## src/hw/rtl/apeg_pkg.sv

```systemverilog
// Shared types, widths, register codes and reset values for the power envelope gate.
package apeg_pkg;

  localparam int WINDOW_LEN_DEF   = 64;
  localparam int SAMPLE_SHIFT_DEF = 8;

  localparam int SAMPLE_W     = 32;
  localparam int ATTACK_W     = 16;
  localparam int DECAY_W      = 16;
  localparam int COUNT_W      = 6;
  localparam int LEVEL_STEP_W = 20;
  localparam int LEVEL_W      = 21;
  localparam int STATE_W      = 2;
  localparam int PSUM_W       = 32;
  localparam int ENV_W        = 31;
  localparam int SLOPE_W      = 32;
  localparam int CFG_IDX_W    = 3;
  localparam int CFG_DATA_W   = 20;
  localparam int OUT_TDATA_W  = 56;

  localparam logic [ATTACK_W-1:0]     ATTACK_RST  = 16'd20;
  localparam logic [DECAY_W-1:0]      DECAY_RST   = 16'd300;
  localparam logic [COUNT_W-1:0]      ENTER_RST   = 6'd16;
  localparam logic [COUNT_W-1:0]      HOLD_RST    = 6'd32;
  localparam logic [COUNT_W-1:0]      RELEASE_RST = 6'd16;
  localparam logic [LEVEL_STEP_W-1:0] LEVEL_RST   = 20'd180000;

  typedef enum logic [CFG_IDX_W-1:0] {
    REG_ATTACK  = 3'd0,
    REG_DECAY   = 3'd1,
    REG_ENTER   = 3'd2,
    REG_HOLD    = 3'd3,
    REG_RELEASE = 3'd4,
    REG_LEVEL   = 3'd5
  } cfg_reg_t;

  typedef enum logic [STATE_W-1:0] {
    PH_WAIT   = 2'd0,
    PH_SIGNAL = 2'd1,
    PH_NOSIG  = 2'd2
  } phase_t;

  typedef struct packed {
    logic [ATTACK_W-1:0]     attack_step;
    logic [DECAY_W-1:0]      decay_limit;
    logic [COUNT_W-1:0]      enter_count;
    logic [COUNT_W-1:0]      hold_count;
    logic [COUNT_W-1:0]      release_count;
    logic [LEVEL_STEP_W-1:0] level_step;
  } cfg_t;

  // Width of the running sum of squares; wraps at 64 bits when it would grow past.
  function automatic int pow_w(input int win, input int shift);
    int sum;
    sum = 2 * (SAMPLE_W - shift) - 1 + $clog2(win);
    return (sum > 64) ? 64 : sum;
  endfunction

endpackage

```

## src/hw/rtl/apeg_ram.sv

```systemverilog
// Generic single-write, single-read RAM with registered read data.
module apeg_ram #(
  parameter int WIDTH = 24,
  parameter int DEPTH = 64
) (
  input  logic                     clk,
  input  logic                     we,
  input  logic [$clog2(DEPTH)-1:0] waddr,
  input  logic [WIDTH-1:0]         wdata,
  input  logic                     re,
  input  logic [$clog2(DEPTH)-1:0] raddr,
  output logic [WIDTH-1:0]         rdata
);

  logic [WIDTH-1:0] mem [DEPTH];

  always_ff @(posedge clk) begin
    if (we) begin
      mem[waddr] <= wdata;
    end
    if (re) begin
      rdata <= mem[raddr];
    end
  end

endmodule

```

## src/hw/rtl/apeg_power.sv

```systemverilog
// Sample ring, exact squares and running window sum of squares (three stages).
module apeg_power #(
  parameter int WINDOW_LEN   = apeg_pkg::WINDOW_LEN_DEF,
  parameter int SAMPLE_SHIFT = apeg_pkg::SAMPLE_SHIFT_DEF
) (
  input  logic                                              clk,
  input  logic                                              rst,
  input  logic                                              adv,
  input  logic                                              in_vld,
  input  logic [apeg_pkg::SAMPLE_W-1:0]                     sample,
  output logic                                              p_vld,
  output logic [apeg_pkg::pow_w(WINDOW_LEN, SAMPLE_SHIFT)-1:0] power
);

  localparam int SW    = apeg_pkg::SAMPLE_W - SAMPLE_SHIFT;
  localparam int PTR_W = $clog2(WINDOW_LEN);
  localparam int SQ_W  = 2 * SW - 1;
  localparam int POW_W = apeg_pkg::pow_w(WINDOW_LEN, SAMPLE_SHIFT);

  logic                accept;
  logic [PTR_W-1:0]    ptr;
  logic [WINDOW_LEN-1:0] filled;
  logic signed [apeg_pkg::SAMPLE_W-1:0] shifted;
  logic [SW-1:0]       rdata;

  logic                s1_vld;
  logic [SW-1:0]       s1_val;
  logic [PTR_W-1:0]    s1_idx;
  logic                s1_old_ok;

  logic [SW-1:0]       old_val;
  logic [SW-1:0]       old_mag;
  logic [SW-1:0]       new_mag;

  logic                s2_vld;
  logic [SQ_W-1:0]     sq_old;
  logic [SQ_W-1:0]     sq_new;

  logic [POW_W-1:0]    running_power;
  logic [POW_W-1:0]    running_power_next;

  assign accept  = in_vld && adv;
  assign shifted = $signed(sample) >>> SAMPLE_SHIFT;

  apeg_ram #(
    .WIDTH(SW),
    .DEPTH(WINDOW_LEN)
  ) u_ring (
    .clk  (clk),
    .we   (adv && s1_vld),
    .waddr(s1_idx),
    .wdata(s1_val),
    .re   (accept),
    .raddr(ptr),
    .rdata(rdata)
  );

  // stage 1: old entry is back from the ring; never-written entries read as zero
  assign old_val  = s1_old_ok ? rdata : '0;
  assign old_mag  = old_val[SW-1] ? (~old_val + SW'(1)) : old_val;
  assign new_mag  = s1_val[SW-1] ? (~s1_val + SW'(1)) : s1_val;

  // stage 2: modular update of the window sum
  assign running_power_next = running_power - POW_W'(sq_old) + POW_W'(sq_new);

  always_ff @(posedge clk) begin
    if (rst) begin
      ptr           <= '0;
      filled        <= '0;
      s1_vld        <= 1'b0;
      s2_vld        <= 1'b0;
      p_vld         <= 1'b0;
      running_power <= '0;
    end else begin
      if (accept) begin
        ptr <= (ptr == PTR_W'(WINDOW_LEN - 1)) ? '0 : ptr + PTR_W'(1);
      end
      if (adv) begin
        s1_vld <= accept;
        s2_vld <= s1_vld;
        p_vld  <= s2_vld;
        if (s1_vld) begin
          filled[s1_idx] <= 1'b1;
        end
        if (s2_vld) begin
          running_power <= running_power_next;
        end
      end
    end
  end

  always_ff @(posedge clk) begin
    if (accept) begin
      s1_val    <= shifted[SW-1:0];
      s1_idx    <= ptr;
      s1_old_ok <= filled[ptr];
    end
    if (adv && s1_vld) begin
      sq_old <= SQ_W'(old_mag * old_mag);
      sq_new <= SQ_W'(new_mag * new_mag);
    end
  end

  assign power = running_power;

endmodule

```

## config.mk

```make
export PLATFORM = sky130hd
export DESIGN_NAME = apeg_power
export DESIGN_NICKNAME = d
export VERILOG_FILES = /design/src/hw/rtl/apeg_pkg.sv /design/src/hw/rtl/apeg_ram.sv /design/src/hw/rtl/apeg_power.sv
export SDC_FILE = /design/constraint.sdc
export NUM_CORES = 2
export LEC_CHECK = 0
export ABC_AREA = 1
export BUFFER_PORTS_ARGS = -buffer_cell sky130_fd_sc_hd__buf_2
export CORE_MARGIN = 2
export CORE_UTILIZATION = 50
export DETAILED_ROUTE_END_ITERATION = 16
export GPL_ROUTABILITY_DRIVEN = 0
export PLACE_DENSITY = 0.72
export SLEW_MARGIN = 20
export SYNTH_ARGS = -nofsm -noshare
export SYNTH_HDL_FRONTEND = slang
export SYNTH_SLANG_ARGS = --single-unit
```

## constraint.sdc

```tcl
create_clock -name clk -period 18.91 [get_ports clk]
set_input_delay 1.891 -clock clk [delete_from_list [all_inputs] [get_ports clk]]
set_output_delay 1.891 -clock clk [all_outputs]
set_load 0.02 [all_outputs]
```

# Word level (Yosys, flattened, before mapping)
# Memories as Yosys holds them, arrays and structs flattened. A register that Yosys moved wholly into a read port is not among the register bits.
# Cells that the tools add are included.
# Widths: inputs -> output; s select.
classes:
  n_reduce_logical: 5
  bitwise: 3
  add_sub_neg: 5
  mul: 2
  n_eq_ne: 1
  mux: 10
  magnitude_cmp: 3
op_table:
  columns: ["op", "count"]
  rows:
  - ["$mul 24x24->47", 2]
  - ["$mux 24", 3]
  - ["$or 64x64->64", 1]
  - ["$add 53x47->53", 1]
  - ["$sub 53x47->53", 1]
  - ["$add 24x1->24 const B", 2]
  - ["$not 24->24", 2]
  - ["$lt 6x7->1 const B", 2]
  - ["$add 6x1->6 const B", 1]
  - ["$bmux 1 s6", 1]
  - ["$demux 1 s6", 1]
  - ["$eq 6x6->1 const B", 1]
  - ["$ge 6x1->1 const B", 1]
  - ["$mux 6", 1]
  - ["$mux 1", 4]
  - ["$reduce_and 2->1", 2]
  - ["$logic_and 1x1->1", 3]
word_totals:
  mem_count: 1
  word_cells: 41
  inputBits: 36
  regBits: 251
  ram_bits: 1536
  out_inout_bits: 54
mem_list:
  columns: ["memory", "words", "word_bits", "rd", "rd_clocked_by_memory_dff", "wr", "line_no", "text"]
  rows:
  - ["u_ring.mem", 64, 24, 1, 1, 1, "apeg_ram.sv:15", "logic [WIDTH-1:0] mem [DEPTH];"]

# Logic depth before layout (Yosys ltp)
depth:
  ltp_word: 5
  depth_mapped: 43
  mapped_depth_nobuf: 42

# Hierarchy
# A second synthesis with hierarchy kept.
unflattened:
  cells_unflattened: 11367
  area_unflattened_um2: 111658.3
by_module_without_submodules:
  columns: ["mod", "cells_per_inst", "instances", "seq_area_each_um2", "area_each_um2"]
  rows:
  - ["apeg_ram", 5230, 1, 46844.9, 62995.4]
  - ["apeg_power", 6137, 1, 6216.0, 48662.9]

# Worst setup path after synthesis
# OpenSTA, ideal clock, no wires.
synth_timing:
  path_kind: "register to register"
  start: "reg s1_val[0]"
  end: "reg sq_new[32], data pin"
  period_less_slack_ns: 8.109
  required_time_ns: 18.650
  setup_time_ns: 0.260
  stages_incl_launch_ff: 39
  setup_slack_ns: 10.801
  n_path_buf: 2
  arrival_time_ns: 7.849
  path_cell_list: "edfxtp_1 inv_2 clkbuf_1 ha_1 nand3_1 nor2_2 nand2_1 inv_1 nand3_1 nand2_2 o21ai_0 or2_1 nand2_4 buf_6 nand2_1 fa_1 inv_1 fa_1 [3 not listed] inv_1 fa_1 inv_1 fa_1 fa_1 inv_1 ha_1 nand2_1 nor2_1 inv_1 nor2_1 inv_1 nor4_1 nand2_1 nand2_1 nand2_1 nand2_1 xor2_1"
synth_between:
  elab_chain_len: 4
synth_lines:
  columns: ["element", "line_no", "text"]
  rows:
  - ["start: declaration", "apeg_power.sv:27", "logic [SW-1:0] s1_val;"]
  - ["start signal: assignment", "apeg_power.sv:94", "s1_val <= shifted[SW-1:0];"]
  - ["$not 24->24", "apeg_power.sv:61", "assign new_mag = s1_val[SW-1] ? (~s1_val + SW'(1)) : s1_val;"]
  - ["$add 24x1->24", "apeg_power.sv:61", null]
  - ["$mux 24 *", "apeg_power.sv:61", null]
  - ["$mul 24x24->47 *", "apeg_power.sv:100", "sq_new <= SQ_W'(new_mag * new_mag);"]
  - ["end signal: assignment", "apeg_power.sv:100", null]
  - ["end: declaration", "apeg_power.sv:37", "logic [SQ_W-1:0] sq_new;"]
# Every way passes the cells marked *; elsewhere a longest branch is shown, timed or not.
# A chain may end at the register's enable or synchronous reset.

# Worst setup path in the final report
# Ends and elaborated chain as after synthesis.

==> summary.md <==
| Metric | Value |
|---|---|
| Outcome | `completed` |
| R2R setup slack | `between 9000 and 10000 ps` |
| Yosys top cell by area | `edfxtp_1` |
| IO buf count | `81` |
| # resized after CTS | `0` |
| Area contributors post-synth | `edfxtp_1, fa_1, inv_1` |
| Die width | `470.5 um` |
| Mapped Avg Cell Area | `approximately 10 um^2` |
| Worst-margin pin slew | `1158 ps` |
| Post-synthesis register bit count | `roughly 1800` |
| Initial DRC Count | `8969` |
| Hold-fix buffers, CTS | `0` |
| Clock Latency Late Sink | `870 ps` |
| Routed vias | `77990` |
| Setup Fix Bufs, Post-CTS | `0` |
| CP endpoint kind | `flop` |
| Num CTS Buffers | `~170` |
| HP Class | `flop to flop` |
| RR Startpoint | `s1_val[0]` |
| Die footprint | `~0.22 mm^2` |
| Multi-input gate area | `approximately 0.047 mm^2` |
| Cell mode on critical path | `nand2_1` |
| Crit path launch type | `flop` |
| Vias per cell | `around 5.8` |
| # setup viols final | `0` |
| Die height | `approximately 470 um` |
| Fmax | `0.1028 GHz` |
| RSZ-0062 raised after global routing | `false` |
| DRT Pass-1 Iters | `8` |
| Sequential cell area | `0.05307 mm^2` |
| Cell Area, Synth | `roughly 0.11 mm^2` |
| Setup TNS | `0 ps` |
| Final WL | `approximately 300 mm` |
| CP max stage delay | `roughly 790 ps` |
| CTS tree | `yes` |
| Hold Violations, Final | `0` |
| Vias in the first global route | `78060` |
| Relative slew slack | `0.2260` |
| Top cell type's share of synthesized area | `0.4646` |
| # IOs | `90` |
| Layout area overhead | `8.823%` |
| Worst EP required | `between 15000 and 20000 ps` |
| Tmin final | `about 9700 ps` |
| Seq/Total Area, Yosys | `0.4877` |
| Row cnt | `~170` |
| Core area | `between 0.2 and 0.25 mm^2` |
| CP Class | `flop to flop` |
| DRC Markers | `0` |
| Num Clock Sinks | `1809` |
| Worst path slowest cell | `clkinv_1` |
| Worst Skew | `about 92 ps` |
| Hold_sp | `filled[58]` |
| Tcrit/Tclk final | `0.5142` |
| CP arrival | `10280 ps` |
| Max_cap viols | `0` |
| Gate Count Post-Synth | `10470` |
| Largest net degree at the start of global routing | `about 190` |
| Congestion Overflow GR | `0` |
| Initial antenna violation count | `8` |
| Reg clk slew, reported paths | `roughly 60 ps` |
| CTS max path bufs | `3` |
| Synth warn | `0` |
| DRT antenna net count | `0` |
| Total GRT Usage | `0.2709` |
| Share of layout cells above drive strength 1 | `0.06437` |
| Nets@finish | `about 12000` |
| Root buffer cell | `clkbuf_16` |
| H-tree lvl count | `4` |
| Final HPWL DP | `between 150 and 200 mm` |
| First-pass GRT wire length | `~460 mm` |
| Crit path max fanout | `23` |
| Initial Utilization | `0.5019` |
| CP Launch Point | `s1_val[0]` |
| Fill cell count | `approximately 18000` |
| Wire per inst | `around 22 um` |
| Distinct cells, synth | `52` |
| Fin. max-slew vios | `0` |
-- registers in the layout (all words and copies together), names as in the netlist --
register / count
u_ring.mem: 1536
sq_old: 46
s2_vld: 1
p_vld: 1
power: 53
sq_new: 46
ptr: 6
u_ring.rdata: 24
s1_vld: 1
filled: 64
s1_idx: 6
s1_old_ok: 1
s1_val: 24
-- Yosys cell counts (all sizes together) --
library cell	instances
or2	11
o22ai	239
conb	2
o221ai	156
edfxtp	1683
nand3b	7
a31oi	24
clkbuf	296
o21bai	34
nand4	72
and2	5
nor4	10
nand3	326
ha	386
o21a	15
o211ai	53
buf	142
or3	2
o31ai	1
nand2	1187
o21ai	971
nor2	1612
a21boi	7
dfxtp	126
nor3	46
inv	1768
a21oi	247
clkinv	5
and3	7
xnor2	27
a211oi	2
a21o	14
fa	891
xor2	93
-- final timing paths --
kind	endpoint	cells past startpoint
worst min register to register	filled[58]	1
worst min-delay path	filled[58]	1
worst max register to register	sq_new[32]	31
worst max-delay path	sq_new[32]	31
-- worst max-delay path, delay by kind of cell (launching register included) --
kind	cells	cell delay (ps)
adder cells (fa/ha/maj)	9	4110
AND/OR/NAND/NOR	13	2590
buffers and inverters	8	1790
flip-flops	1	660
XOR/XNOR	1	310
-- cell usage in the layout (no fill, tap or decap), types with 53 or more instances in the layout --
master | Yosys | routed
o211ai_1 | 53 | 53
buf_4 | 10 | 152
a21oi_1 | 247 | 247
inv_1 | 1730 | 1726
xor2_1 | 91 | 91
nand4_1 | 70 | 70
edfxtp_1 | 1683 | 1683
dfxtp_1 | 126 | 122
o221ai_1 | 156 | 156
clkbuf_16 | 0 | 177
ha_1 | 386 | 386
nor2_1 | 1588 | 1522
nand3_1 | 323 | 323
nand2_1 | 1164 | 1163
nor2_2 | 10 | 71
o22ai_1 | 239 | 239
fa_1 | 891 | 891
buf_2 | 108 | 80
o21ai_0 | 964 | 963
-- kinds of logic (layout without fill, tap and decap cells) --
group	after synthesis	in the layout	synth area share
other cells	2	39	0.00006903
fa+ha+maj	1277	1277	0.2084
compound gates	1763	1763	0.09256
xor+xnor	120	120	0.01008
buf+inv	2211	2338	0.07861
flops	1809	1809	0.4877
simple gates	3285	3285	0.1226
-- final cells by class --
class / count / area share
diodes: 5 / 0.0001057
flip-flops and latches: 1809 / 0.4483
inverters: 1773 / 0.05645
clock buffers: 216 / 0.03941
well taps: 2854 / 0.03016
clock inverters: 111 / 0.01038
repair buffers: 238 / 0.01404
multi-input cells: 6479 / 0.4012
-- per-stage QoR --
step | instances | setup slack [ps] | hold WS (ps) | utilization | instance area (um^2)
2_1_floorplan | 10500 | 10800 | 406.4 | - | 108900
3_3_place_gp | 13150 | 9457 | 441.6 | 0.5189 | 112500
3_5_place_dp | 13150 | 9392 | 449.5 | 0.5189 | 112500
4_1_cts | 13480 | 9361 | 463.1 | 0.5461 | 118400
5_1_grt | 13480 | 8688 | 475.2 | 0.5462 | 118400
6_report | 13490 | 9187 | 465.2 | 0.5462 | 118400
-- routing by layer --
metal,part of all wire,wire length (um),up-vias,track usage
met3,0.097,29400,810,0.04954
li1,-,-,34570,-
met5,0.000093,28,-,0
met4,0.058,17590,4,0.1449
met1,0.37,113200,38440,0.3470
met2,0.47,142300,4168,0.4393
Power is not shown: default switching activity piles up to over one toggle a cycle in this logic, so the estimate is an artifact.
