File: config.mk
export PLATFORM = sky130hd
export DESIGN_NAME = apeg_env
export DESIGN_NICKNAME = d
export VERILOG_FILES = /design/src/hw/rtl/apeg_pkg.sv /design/src/hw/rtl/apeg_env.sv
export SDC_FILE = /design/constraint.sdc
export NUM_CORES = 1
export LEC_CHECK = 0
export ABC_AREA = 1
export BUFFER_PORTS_ARGS = -buffer_cell sky130_fd_sc_hd__buf_4
export CAP_MARGIN = 10
export CORE_MARGIN = 3
export CORE_UTILIZATION = 50
export DETAILED_ROUTE_END_ITERATION = 6
export PLACE_DENSITY_LB_ADDON = 0.3
export RECOVER_POWER = 25
export SYNTH_ARGS = -nofsm -noshare
export SYNTH_HDL_FRONTEND = slang
export SYNTH_SLANG_ARGS = --single-unit
export TNS_END_PERCENT = 100
File: constraint.sdc
create_clock -name clk -period 8.6 [get_ports clk]
set_clock_uncertainty 0.1 [all_clocks]
set_input_delay 1.72 -clock clk [delete_from_list [all_inputs] [get_ports clk]]
set_output_delay 1.72 -clock clk [all_outputs]
set_load 0.005 [all_outputs]
File: src/hw/rtl/apeg_pkg.sv
// Shared types, widths, register codes and reset values for the power envelope gate.
package apeg_pkg;

  localparam int WINDOW_LEN_DEF   = 64;
  localparam int SAMPLE_SHIFT_DEF = 8;

  localparam int SAMPLE_W     = 32;
  localparam int ATTACK_W     = 16;
  localparam int DECAY_W      = 16;
  localparam int COUNT_W      = 6;
  localparam int LEVEL_STEP_W = 20;
  localparam int LEVEL_W      = 21;
  localparam int STATE_W      = 2;
  localparam int PSUM_W       = 32;
  localparam int ENV_W        = 31;
  localparam int SLOPE_W      = 32;
  localparam int CFG_IDX_W    = 3;
  localparam int CFG_DATA_W   = 20;
  localparam int OUT_TDATA_W  = 56;

  localparam logic [ATTACK_W-1:0]     ATTACK_RST  = 16'd20;
  localparam logic [DECAY_W-1:0]      DECAY_RST   = 16'd300;
  localparam logic [COUNT_W-1:0]      ENTER_RST   = 6'd16;
  localparam logic [COUNT_W-1:0]      HOLD_RST    = 6'd32;
  localparam logic [COUNT_W-1:0]      RELEASE_RST = 6'd16;
  localparam logic [LEVEL_STEP_W-1:0] LEVEL_RST   = 20'd180000;

  typedef enum logic [CFG_IDX_W-1:0] {
    REG_ATTACK  = 3'd0,
    REG_DECAY   = 3'd1,
    REG_ENTER   = 3'd2,
    REG_HOLD    = 3'd3,
    REG_RELEASE = 3'd4,
    REG_LEVEL   = 3'd5
  } cfg_reg_t;

  typedef enum logic [STATE_W-1:0] {
    PH_WAIT   = 2'd0,
    PH_SIGNAL = 2'd1,
    PH_NOSIG  = 2'd2
  } phase_t;

  typedef struct packed {
    logic [ATTACK_W-1:0]     attack_step;
    logic [DECAY_W-1:0]      decay_limit;
    logic [COUNT_W-1:0]      enter_count;
    logic [COUNT_W-1:0]      hold_count;
    logic [COUNT_W-1:0]      release_count;
    logic [LEVEL_STEP_W-1:0] level_step;
  } cfg_t;

  // Width of the running sum of squares; wraps at 64 bits when it would grow past.
  function automatic int pow_w(input int win, input int shift);
    int sum;
    sum = 2 * (SAMPLE_W - shift) - 1 + $clog2(win);
    return (sum > 64) ? 64 : sum;
  endfunction

endpackage

File: src/hw/rtl/apeg_env.sv
// Envelope tracker, three-state detector and output register with stall handling.
module apeg_env #(
  parameter int POW_W = apeg_pkg::pow_w(apeg_pkg::WINDOW_LEN_DEF, apeg_pkg::SAMPLE_SHIFT_DEF)
) (
  input  logic                              clk,
  input  logic                              rst,
  input  apeg_pkg::cfg_t                    cfg,
  input  logic                              p_vld,
  input  logic [POW_W-1:0]                  power,
  input  logic                              m_ready,
  output logic                              adv,
  output logic                              out_vld,
  output logic [apeg_pkg::LEVEL_W-1:0]      out_level,
  output logic [apeg_pkg::STATE_W-1:0]      out_state,
  output logic [apeg_pkg::PSUM_W-1:0]       out_psum
);

  logic [apeg_pkg::ENV_W-1:0]          envelope;
  logic signed [apeg_pkg::SLOPE_W-1:0] slope;
  logic [apeg_pkg::PSUM_W-1:0]         peak;
  apeg_pkg::phase_t                    phase;
  logic [apeg_pkg::COUNT_W-1:0]        count;

  logic [apeg_pkg::ENV_W-1:0]          envelope_next;
  logic signed [apeg_pkg::SLOPE_W-1:0] slope_next;
  logic signed [apeg_pkg::SLOPE_W-1:0] slope_mid;
  apeg_pkg::phase_t                    phase_next;
  logic [apeg_pkg::COUNT_W-1:0]        count_next;
  logic [apeg_pkg::LEVEL_W-1:0]        level_next;

  logic                above;
  logic [31:0]         peak_sat;
  logic [32:0]         peak_3q;
  logic [31:0]         peak_half;
  logic [14:0]         decay_ceil;
  logic signed [32:0]  slope_ext;
  logic signed [32:0]  sum_att;
  logic signed [32:0]  sum_dec;
  logic signed [32:0]  neg_d;
  logic signed [32:0]  neg_q;
  logic signed [32:0]  env_sum;

  function automatic logic [31:0] sat32(input logic signed [32:0] x);
    if (x[32] != x[31]) begin
      return x[32] ? 32'h8000_0000 : 32'h7FFF_FFFF;
    end
    return x[31:0];
  endfunction

  assign adv = !out_vld || m_ready;

  assign above     = power > POW_W'(envelope);
  assign peak_sat  = (power > POW_W'(32'hFFFF_FFFF)) ? 32'hFFFF_FFFF : power[31:0];
  assign peak_half = {1'b0, peak[31:1]};
  assign peak_3q   = {1'b0, peak_half} + {3'b0, peak[31:2]};
  assign decay_ceil = 15'((17'(cfg.decay_limit) + 17'd3) >> 2);

  assign slope_ext = {slope[31], slope};
  assign sum_att   = slope_ext + $signed({17'b0, cfg.attack_step});
  assign sum_dec   = slope_ext - $signed({19'b0, cfg.decay_limit[15:2]});
  assign neg_d     = -$signed({17'b0, cfg.decay_limit});
  assign neg_q     = -$signed({18'b0, decay_ceil});

  always_comb begin
    if (above) begin
      slope_mid = sat32(sum_att);
    end else if ({2'b0, envelope} > peak_3q) begin
      // near the peak: keep ramping the decay until it reaches the floor
      if (slope_ext > neg_d) begin
        slope_mid = sat32(sum_dec);
      end else begin
        slope_mid = neg_d[31:0];
      end
    end else if ({1'b0, envelope} > peak_half) begin
      slope_mid = neg_q[31:0];
    end else begin
      slope_mid = -32'sd1;
    end
  end

  assign env_sum = $signed({2'b0, envelope}) + $signed({slope_mid[31], slope_mid});

  always_comb begin
    if (env_sum[32]) begin
      envelope_next = '0;
      slope_next    = '0;
    end else if (env_sum[31]) begin
      envelope_next = '1;
      slope_next    = slope_mid;
    end else begin
      envelope_next = env_sum[30:0];
      slope_next    = slope_mid;
    end
  end

  // detector next state
  always_comb begin
    phase_next = phase;
    count_next = count;
    case (phase)
      apeg_pkg::PH_WAIT: begin
        if (above) begin
          if (count == cfg.enter_count) begin
            phase_next = apeg_pkg::PH_SIGNAL;
            count_next = '0;
          end else begin
            count_next = count + apeg_pkg::COUNT_W'(1);
          end
        end else begin
          count_next = '0;
        end
      end
      apeg_pkg::PH_SIGNAL: begin
        if (count == cfg.hold_count) begin
          phase_next = apeg_pkg::PH_NOSIG;
          count_next = '0;
        end else begin
          count_next = count + apeg_pkg::COUNT_W'(1);
        end
      end
      apeg_pkg::PH_NOSIG: begin
        if (!above) begin
          if (count == cfg.release_count) begin
            phase_next = apeg_pkg::PH_WAIT;
            count_next = '0;
          end else begin
            count_next = count + apeg_pkg::COUNT_W'(1);
          end
        end
      end
      default: begin
      end
    endcase
  end

  // detector outputs
  always_comb begin
    case (phase_next)
      apeg_pkg::PH_SIGNAL: level_next = apeg_pkg::LEVEL_W'(cfg.level_step);
      apeg_pkg::PH_NOSIG:  level_next = {cfg.level_step, 1'b0};
      default:             level_next = '0;
    endcase
  end

  always_ff @(posedge clk) begin
    if (rst) begin
      envelope <= '0;
      slope    <= '0;
      peak     <= '0;
      phase    <= apeg_pkg::PH_WAIT;
      count    <= '0;
      out_vld  <= 1'b0;
    end else if (adv) begin
      out_vld <= p_vld;
      if (p_vld) begin
        envelope <= envelope_next;
        slope    <= slope_next;
        phase    <= phase_next;
        count    <= count_next;
        if (above) begin
          peak <= peak_sat;
        end
      end
    end
  end

  always_ff @(posedge clk) begin
    if (adv && p_vld) begin
      out_level <= level_next;
      out_state <= phase_next;
      out_psum  <= peak_sat;
    end
  end

  a_state_matches: assert property (@(posedge clk) disable iff (rst)
    out_vld |-> (out_state == phase))
    else $error("output state differs from detector state");

  a_wait_exit: assert property (@(posedge clk) disable iff (rst)
    (!$past(rst) && $past(phase) == apeg_pkg::PH_WAIT && phase != apeg_pkg::PH_WAIT)
      |-> (phase == apeg_pkg::PH_SIGNAL))
    else $error("wait state left for a state other than signal");

  a_count_clear: assert property (@(posedge clk) disable iff (rst)
    (!$past(rst) && phase != $past(phase)) |-> (count == '0))
    else $error("detector count not cleared on state change");

endmodule

-- Word-level counts from Yosys, hierarchy flattened
Index checks and enable logic that the tools add are counted.
W data, S select, Z words.
- add/subtract/negate cells: 8
- equal/unequal tests: 10
- mux-type cells: 33
- reduce and logical (&&, ||, !) cells: 8
- $lt $le $gt $ge: 5
- operator list (cell ; number):
    $mux W32 ; 12
    $mux W31 ; 2
    $gt A53 B31 Y1 ; 1
    $gt A53 B32 Y1 const B ; 1
    $pmux W21 S2 ; 1
    $add A32 B17 Y33 ; 1
    $add A32 B32 Y33 ; 1
    $gt A32 B33 Y1 ; 1
    $neg A16 Y33 ; 1
    $sub A32 B15 Y33 ; 1
    $add A31 B30 Y32 ; 1
    $gt A31 B32 Y1 ; 1
    $neg A15 Y32 ; 1
    $gt A31 B31 Y1 ; 1
    $mux W6 ; 5
    $eq A6 B6 Y1 ; 3
    $pmux W6 S3 ; 1
    $add A16 B2 Y17 const B ; 1
    $mux W2 ; 5
    $add A6 B1 Y6 const B ; 1
    $mux W1 ; 6
    $pmux W2 S3 ; 1
    $eq A2 B1 Y1 const B ; 2
    $eq A2 B2 Y1 const B ; 2
    other kinds (10) ; 11
- output and inout port bits: 57
- logic and storage cells: 73
- flip-flop bits (word level): 159

-- Logic depth before layout (Yosys ltp)
Gate-level depths: netlist (run 1).
- depth after elaboration: 13
- gate-level depth with buffers: 50
- depth with buffers taken out: 47

-- Least setup slack after synthesis (run 1)
No wires, ideal clock.
- kind: input-to-reg
- from: input cfg[58] (netlist name)
- to: register slope[24] (netlist name)
- setup slack: 1.350 ns
- cell stages on the path: 36
- arrival: 7.079 ns
- library setup time: 0.071 ns
- cell sequence: ha_1 -> a21oi_1 -> o21ai_0 -> nand2_1 -> nand3_1 -> a21boi_0 -> nor2_1 -> nor2_1 -> inv_1 -> nand2_1 -> nor4_1 -> xor2_1 -> inv_1 -> ha_1 -> clkbuf_1 -> inv_1 -> nor2_2 -> nor2_4 -> buf_4 -> o21ai_0 -> nand2_1 -> ha_1 -> a21oi_1 -> o21ai_0 -> a21oi_1 -> inv_1 -> a21oi_1 -> or2_2 -> nand2_1 -> a21oi_1 -> a21oi_1 -> ha_1 -> nor2_1 -> clkbuf_1 -> nand3_1 -> a21oi_1
- cells in the longest elaborated chain, start to end: 8
- elaborated cells on any way between the ends: 10
- those cells by class: add/sub: 2; eq/ne: 1; mux: 7
- RTL lines (element ; RTL line ; text):
    start, declared ; apeg_env.sv:7 ; input apeg_pkg::cfg_t cfg,
    $add A32 B17 Y33 (*) ; apeg_env.sv:59 ; assign sum_att = slope_ext + $signed({17'b0, cfg.attack_step});
    $ne A1 B1 Y1 ; apeg_env.sv:44 ; if (x[32] != x[31]) begin
    $mux W1 ; apeg_env.sv:44 ;
    $mux W1 ; apeg_env.sv:65 ; if (above) begin
    $mux W32 (*) ; apeg_env.sv:47 ; return x[31:0];
    $mux W32 (*) ; apeg_env.sv:65 ;
    $add A32 B32 Y33 ; apeg_env.sv:81 ; assign env_sum = $signed({2'b0, envelope}) + $signed({slope_mid[31], slope_mid});
    $mux W32 (*) ; apeg_env.sv:84 ; if (env_sum[32]) begin
    end signal, assigned ; apeg_env.sv:157 ; slope <= slope_next;
    end, declared ; apeg_env.sv:19 ; logic signed [apeg_pkg::SLOPE_W-1:0] slope;
Mark *: on every way between the ends. The rest lies on a longest branch, timed or not. The select of a mux whose other input is x is not followed.
A chain may end at the register's enable or synchronous reset.

-- Worst setup path in the final report (run 1)
- from: register peak[2] (netlist name)
- to: register envelope[4] (netlist name)
- cells in the longest elaborated chain, start to end: 7
- elaborated cells on any way between the ends: 9
- those cells by class: add/sub: 2; order compare: 2; mux: 5
- RTL lines (element ; RTL line ; text):
    start, declared ; apeg_env.sv:20 ; logic [apeg_pkg::PSUM_W-1:0] peak;
    start signal, assigned ; apeg_env.sv:161 ; peak <= peak_sat;
    $add A31 B30 Y32 / $gt A31 B31 Y1 (equally long branches) ; apeg_env.sv:55, apeg_env.sv:74 ;
    $gt A31 B32 Y1 / $mux W32 (equally long branches) ; apeg_env.sv:67, apeg_env.sv:74 ;
    $mux W32 (*) ; apeg_env.sv:67 ; end else if ({2'b0, envelope} > peak_3q) begin
    $mux W32 (*) ; apeg_env.sv:65 ;
    $add A32 B32 Y33 (*) ; apeg_env.sv:81 ;
    $mux W31 ; apeg_env.sv:87 ; end else if (env_sum[31]) begin
    $mux W31 (*) ; apeg_env.sv:84 ;
    end signal, assigned ; apeg_env.sv:156 ; envelope <= envelope_next;
    end, declared ; apeg_env.sv:18 ; logic [apeg_pkg::ENV_W-1:0] envelope;
Mark *: on every way between the ends. The rest lies on a longest branch, timed or not.

==> results of run 1 <==
kinds of logic after synthesis:
logic type                 share of synthesized area
AOI/OAI and AO/OA                             0.1769
xor gates and xnor gates                     0.05179
adders and majority gates                     0.1696
buffers and inverters                        0.09131
DFF                                           0.2094
and+or+nand+nor                               0.3009
how the worst max path moves through the flow:
stage	endpoint	slack, ps	depth (start not counted)	start
after global placement	envelope[1]	490	37	cfg[38]
after CTS	envelope[4]	570	42	peak[2]
after detailed placement	envelope[7]	400	37	cfg[38]
after floorplan	slope[24]	1350	36	cfg[58]
final	envelope[4]	690	42	peak[2]
after global routing	envelope[13]	50	37	cfg[38]
cell usage after synthesis (13+ instances only):
| master | instances |
|---|---|
| nand2_1 | 664 |
| inv_1 | 322 |
| a21oi_1 | 268 |
| ha_1 | 234 |
| nor2_1 | 226 |
| o21ai_0 | 159 |
| dfxtp_1 | 103 |
| nand3_1 | 94 |
| xor2_1 | 60 |
| edfxtp_1 | 55 |
| clkbuf_1 | 53 |
| nor3_1 | 49 |
| xnor2_1 | 43 |
| or2_2 | 42 |
| nand3_2 | 34 |
| a21oi_2 | 32 |
| nand4_1 | 26 |
| o22ai_1 | 21 |
| o21ai_1 | 19 |
| a21o_1 | 15 |
| nand2_2 | 13 |
tightest hold or removal path, cell delays in order, from the launching register on:
cell and delay [ps]:
dfxtp_1 330, nand2_1 70, a21oi_1 50
flip-flops by register name, indices dropped and copies added (netlist names):
name / count
envelope: 31
phase: 2
slope: 32
count: 6
out_state: 2
out_vld: 1
peak: 31
out_level: 21
out_psum: 32
final cells by class:
class / instances / area, µm² / share of cell area
sequential: 158 / 3714 / 0.1852
clock inverter: 11 / 126.4 / 0.006304
tap: 455 / 569.3 / 0.02840
inverter: 332 / 1250 / 0.06235
timing repair buffer: 202 / 1461 / 0.07290
clock buffer: 21 / 481.7 / 0.02403
multi-input combinational: 2106 / 12440 / 0.6205
timing repair inverter: 1 / 5.005 / 0.0002497
power by group through the flow:
stage / combinational [W] / sequential [W] / clock (W)
after floorplan: 0.00145 / 0.000923 / 0
after detailed placement: 0.00192 / 0.000989 / 0
after global routing: 0.00222 / 0.000987 / 0.000842
after CTS: 0.00194 / 0.000973 / 0.000812
final: 0.00197 / 0.000978 / 0.000804
after global placement: 0.00189 / 0.000987 / 0
per-layer routing:
layer  up-vias  GRT usage  part of all wire
li1       9149          -                 -
met5         -          0           0.00036
met4         2     0.1096             0.038
met1      8492     0.3564              0.43
met3       124    0.03380             0.051
met2       582     0.4993              0.48
through the flow:
step	hold slack, ps	instances	total power, W	util
2_1_floorplan	362.1	2671	0.002377	-
4_1_cts	400.2	3284	0.003729	0.5784
3_3_place_gp	391.9	3252	0.002872	0.5609
5_1_grt	434.6	3286	0.004046	0.5775
6_report	396.8	3286	0.003757	0.5775
3_5_place_dp	389.9	3252	0.002913	0.5609
what timing repair did:
item,4_1_cts,5_1_grt
setup endpoints to repair,0,62
buffers inserted,0,0
resized for setup,0,6
==> qor.yml, run 1 <==
outcome: "finished with violations"
failed_checks: "DRC, capacitance limit, slew limit"
vias: 18350
dp_slack_ps: 400.5
worst-path-max-fanout: 23
place_congestion: 0.9887
max_freq_mhz: 126.5
io_pins: 184
clk_latency_ps: 450
irDropWorstVdd_v: 0.0001623
viasPerCell: 5.584
grt_use_total: 0.2840
setup-violations-final: 0
drive_gt1_frac: 0.1371
first_iter_violations: 1236
syn_area_per_cell_um2: 6.639
p_comb_frac: 0.526
netlist_instances: 2671
hp-class: "reg2reg"
finalCriticalPeriod_ps: 7906
intPower_w: 0.002061
p_sw_w: 0.001696
io_buffers: 183
clock_sinks: 158
critPathMaxStageDelay_ps: 410
rrSetupSlack_ps: 690
cp-end-kind: "flip-flop"
placed_cell_area_mm2: 0.01947
yosys_warnings: 0
start_kind: "flip-flop"
holdPathEnd: "peak[1]"
routed_wirelength_um: 55600
nFillCells: 3372
fin_crit_sh: 0.9192
slew_headroom: -1.154
crit_slowest_cell: "fa_1"
cts-htree-levels: 4
syn_to_final_growth_pct: 13.05
r2r_cells: 42
cts-root-buf: "clkbuf_16"
synth_top_area_cell: "ha_1"
clkTransAtPathRegs_ps: 70
nets: 3183
antenna_found_initial: 1
fp.dieW_um: 194.3
hold_buffers: 0
critical_path_arrival_ps: 8180
synth.yosys.seq_area_share: 0.2094
dr.pass1.iters: 7
dieArea_mm2: 0.03776
seqPwrFrac: 0.260
worst_r2r_endpoint: "envelope[4]"
antennaDiodeCount: 0
worst_ep_required_time_ps: 8870
async_flop_share: 0
min_path_cells: 2
cpLargestDelayFamily: "simple AND/OR/NAND/NOR gates"
clkPwrFrac: 0.214
layout_commonest_cell: "nand2_1"
rsz0062_at_grt: "false"
grt_pass1_wl_um: 88270
grt_max_degree: 67
die_y_um: 194.3
wl_per_cell_um: 16.92
cts_tree: "done"
cts.path.max_buffers: 2
worst_pin_slew_ps: 3230
synth-edff-count: 55
layout_setup_ws_ps: 694.5
path_buf_inv: 5
cts_made_buffers: 17
final_cell_area_mm2: 0.02005
critPathKind: "reg2reg"
finalMaxSlewViolations: 99
synth_seq_cells: 158
core_mm2: 0.03471
rr_startpoint: "peak[2]"
synth_ff_type: "dfxtp_1"
ys_types: 57
start_util: 0.5108
setup_tns_ps: 0
grt_pass1_vias: 17690
hold_start: "peak[1]"
timing.max_cap.violations: 2
power_density_mw_per_mm2: 187.4
netSwitchingFraction: 0.4514
syn_nets: 3036
dpl.hpwl_um: 44610
final_antenna_net_count: 0
final_cell_mix: "nand2_1 (661), inv_1 (321), a21oi_1 (268)"
overflow: 0
row_count: 68
netlist_area_mm2: 0.01773
drc_errors: 2
critPathMostFrequentCell: "nand2_1"
timing.final.hold_violations: 0
yosysTopAreaCellShare: 0.1651
ys_top_cells_by_area: "ha_1 (17%), nand2_1 (14%), dfxtp_1 (12%)"
power_leakage_nw: 9.769
Note: power is estimated with default switching activity, not from simulation.
==> run 2: changes to the inputs <==
CORE_MARGIN = 2   (was 3)
CTS_CLUSTER_DIAMETER = 50   (was not set)
clock period = 6.7 ns   (was 8.6 ns; I/O delays follow)
==> run 2 against run 1 <==
Against the previous run: the flow finishes with violations (setup timing); non-clock buffer count up 364; utilization up 11 points; critical path type unchanged; largest cell class unchanged; worst setup slack worse by 800 ps; via count up 10%.
==> qor.yml, run 2 (same netlist as run 1, synthesis figures left out) <==
outcome: "finished with violations"  # unchanged
failed_checks: "setup timing"  # was DRC, capacitance limit, slew limit
cp-end-kind: "flip-flop"  # unchanged
dr.pass1.iters: 7  # unchanged
final_cell_area_mm2: 0.02384  # was 0.02005 mm²
cts.path.max_buffers: 2  # unchanged
max_freq_mhz: 147.0  # was 126.5 MHz
wl_per_cell_um: 17.00  # was 16.92 µm
r2r_cells: 45  # was 42
p_comb_frac: 0.611  # was 0.526
antennaDiodeCount: 0  # unchanged
layout_commonest_cell: "nand2_1"  # unchanged
antenna_found_initial: 0  # was 1
rrSetupSlack_ps: -100  # was 690 ps
critical_path_arrival_ps: 6990  # was 8180 ps
layout_setup_ws_ps: -101.9  # was 694.5 ps
dieArea_mm2: 0.03699  # was 0.03776 mm²
place_congestion: 0.9841  # was 0.9887
start_util: 0.5108  # unchanged
clock_sinks: 158  # unchanged
io_pins: 184  # unchanged
start_kind: "flip-flop"  # unchanged
syn_to_final_growth_pct: 34.45  # was 13.05%
reg_top3: "out_psum: 32 flops, slope: 32 flops"  # unchanged
clkTransAtPathRegs_ps: 60  # was 70 ps
nFillCells: 2927  # was 3372
grt_use_total: 0.3191  # was 0.2840
drive_gt1_frac: 0.2847  # was 0.1371
cp-startpoint: "peak[2]"  # unchanged
row_count: 68  # unchanged
dpl.hpwl_um: 47150  # was 44610 µm
setup_tns_ps: -3045  # was 0 ps
cp-endpoint: "envelope[13]"  # was envelope[4]
setup-violations-final: 62  # was 0
drc_errors: 0  # was 2
placed_cell_area_mm2: 0.02202  # was 0.01947 mm²
grt_pass1_vias: 19540  # was 17.69k
timing.max_cap.violations: 0  # was 2
final_cell_mix: "nand2_1 (622), buf_4 (540), inv_1 (312)"  # was nand2_1 (661), inv_1 (321), a21oi_1 (268)
cts-root-buf: "clkbuf_16"  # unchanged
critPathKind: "reg2reg"  # unchanged
p_sw_w: 0.002479  # was 0.001696 W
cts_tree: "done"  # unchanged
die_y_um: 192.3  # was 194.3 µm
netSwitchingFraction: 0.4362  # was 0.4514
cpLargestDelayFamily: "simple AND/OR/NAND/NOR gates"  # unchanged
highest_layer: "met4"  # was met5
critPathMostFrequentCell: "nand2_1"  # unchanged
grt_max_degree: 66  # was 67
power_leakage_nw: 11.78  # was 9.769 nW
wl_met2_um: 30620  # was 26720 µm
irDropWorstVdd_v: 0.0002518  # was 0.0001623 V
intPower_w: 0.003204  # was 0.002061 W
core_mm2: 0.03471  # unchanged
seqPwrFrac: 0.222  # was 0.260
nets: 3545  # was 3183
crit_slowest_cell: "dfxtp_4"  # was fa_1
clkPwrFrac: 0.167  # was 0.214
cts-htree-levels: 4  # unchanged
route.layer.met1.wl_um: 24880  # was 23900 µm
slew_headroom: 0.1736  # was -1.154
overflow: 0  # unchanged
rr_startpoint: "peak[2]"  # unchanged
wl_met3_um: 3431  # was 2843 µm
finalMaxSlewViolations: 0  # was 99
worst_r2r_endpoint: "envelope[13]"  # was envelope[4]
power_density_mw_per_mm2: 238.4  # was 187.4 mW/mm²
grt_pass1_wl_um: 93810  # was 88270 µm
final_antenna_net_count: 0  # unchanged
routed_wirelength_um: 62030  # was 55600 µm
worst-path-max-fanout: 17  # was 23
io_buffers: 183  # unchanged
worst-path-stages: 45  # was 42
vias: 20250  # was 18.35k
viasPerCell: 5.552  # was 5.584
fin_crit_sh: 1.015  # was 0.9192
worst_pin_slew_ps: 1238  # was 3230 ps
hp-class: "reg2reg"  # unchanged
path_buf_inv: 7  # was 5
timing.final.hold_violations: 0  # unchanged
cts_made_buffers: 17  # unchanged
clk_latency_ps: 450  # about the same
utilization: 0.6868  # was 0.5775
final_cells: 3648  # was 3286
post-place-cells: 3580  # was 3252
rsz0062_at_grt: "true"  # was false
first_iter_violations: 1662  # was 1236
fp.dieW_um: 192.3  # was 194.3 µm
finalCriticalPeriod_ps: 6802  # was 7906 ps
worst_ep_required_time_ps: 6890  # was 8870 ps
critPathMaxStageDelay_ps: 380  # was 410 ps
-- run 2: cell types whose count changed in the layout (fill, tap and decap cells not counted), moves of 26 or more --
cell      delta
a21oi_1     -31
nand2_1     -39
clkbuf_4    -42
buf_4      +399
nand2_2     +28
a21oi_2     +26
-- run 2: worst min path at each step --
stage,to,from,depth (start not counted),slack [ps]
after floorplan,slope[0],slope[0],2,360
after global placement,peak[14],peak[14],2,390
after detailed placement,peak[27],peak[27],2,400
after CTS,peak[27],peak[27],2,410
after global routing,peak[28],peak[28],2,430
final,peak[27],peak[27],2,410
-- run 2: final cells by class --
| class | count | area (µm²) | area share |
|---|---|---|---|
| clock buffers | 20 | 446.7 | 0.01874 |
| multi-input cells | 2105 | 13200 | 0.5535 |
| flip-flops and latches | 158 | 3721 | 0.1561 |
| repair buffers | 566 | 4539 | 0.1904 |
| inverters | 332 | 1254 | 0.05259 |
| clock inverters | 12 | 113.9 | 0.004776 |
| well taps | 455 | 569.3 | 0.02388 |
-- run 2: worst register-to-register path, delay by kind of cell, from the launching register on --
family / cells / cell delay [ps]
AO/OA/AOI/OAI: 12 / 1880
XOR/XNOR: 1 / 180
adder cells (fa/ha/maj): 4 / 1030
buffers and inverters: 7 / 770
flip-flops: 1 / 380
AND/OR/NAND/NOR: 21 / 2240
-- run 2: power groups by stage --
stage               combinational, W  sequential, W  clock (W)
finish                       0.00347        0.00126   0.000948
detailed placement           0.00302        0.00126          0
global route                 0.00379        0.00127   0.000988
CTS                          0.00315        0.00124   0.000947
floorplan                    0.00187        0.00118          0
global placement             0.00294        0.00126          0
-- run 2: timing repair --
item / 4_1_cts / 5_1_grt
hold buffers: 0 / 0
endpoints found under the hold margin: 0 / 0
setup buffers: 9 / 23
resized for setup: 55 / 164
setup endpoints to repair: 63 / 63
pin swaps: 15 / 84
gates cloned: 3 / 4
-- run 2: per-layer routing --
metal / vias up / track usage
met5: - / 0
met4: 0 / 0.1627
met3: 204 / 0.02928
met2: 792 / 0.5772
met1: 9359 / 0.3747
li1: 9898 / -
-- run 2: per-stage QoR --
stage          hold slack [ps]  setup slack (ps)  total power [W]
2_1_floorplan            362.1             10.10         0.003052
3_3_place_gp             388.0            -469.4         0.004200
3_5_place_dp             397.4            -716.6         0.004283
4_1_cts                  407.0            -24.06         0.005343
5_1_grt                  431.3            -331.9         0.006051
6_report                 407.2            -101.9         0.005683
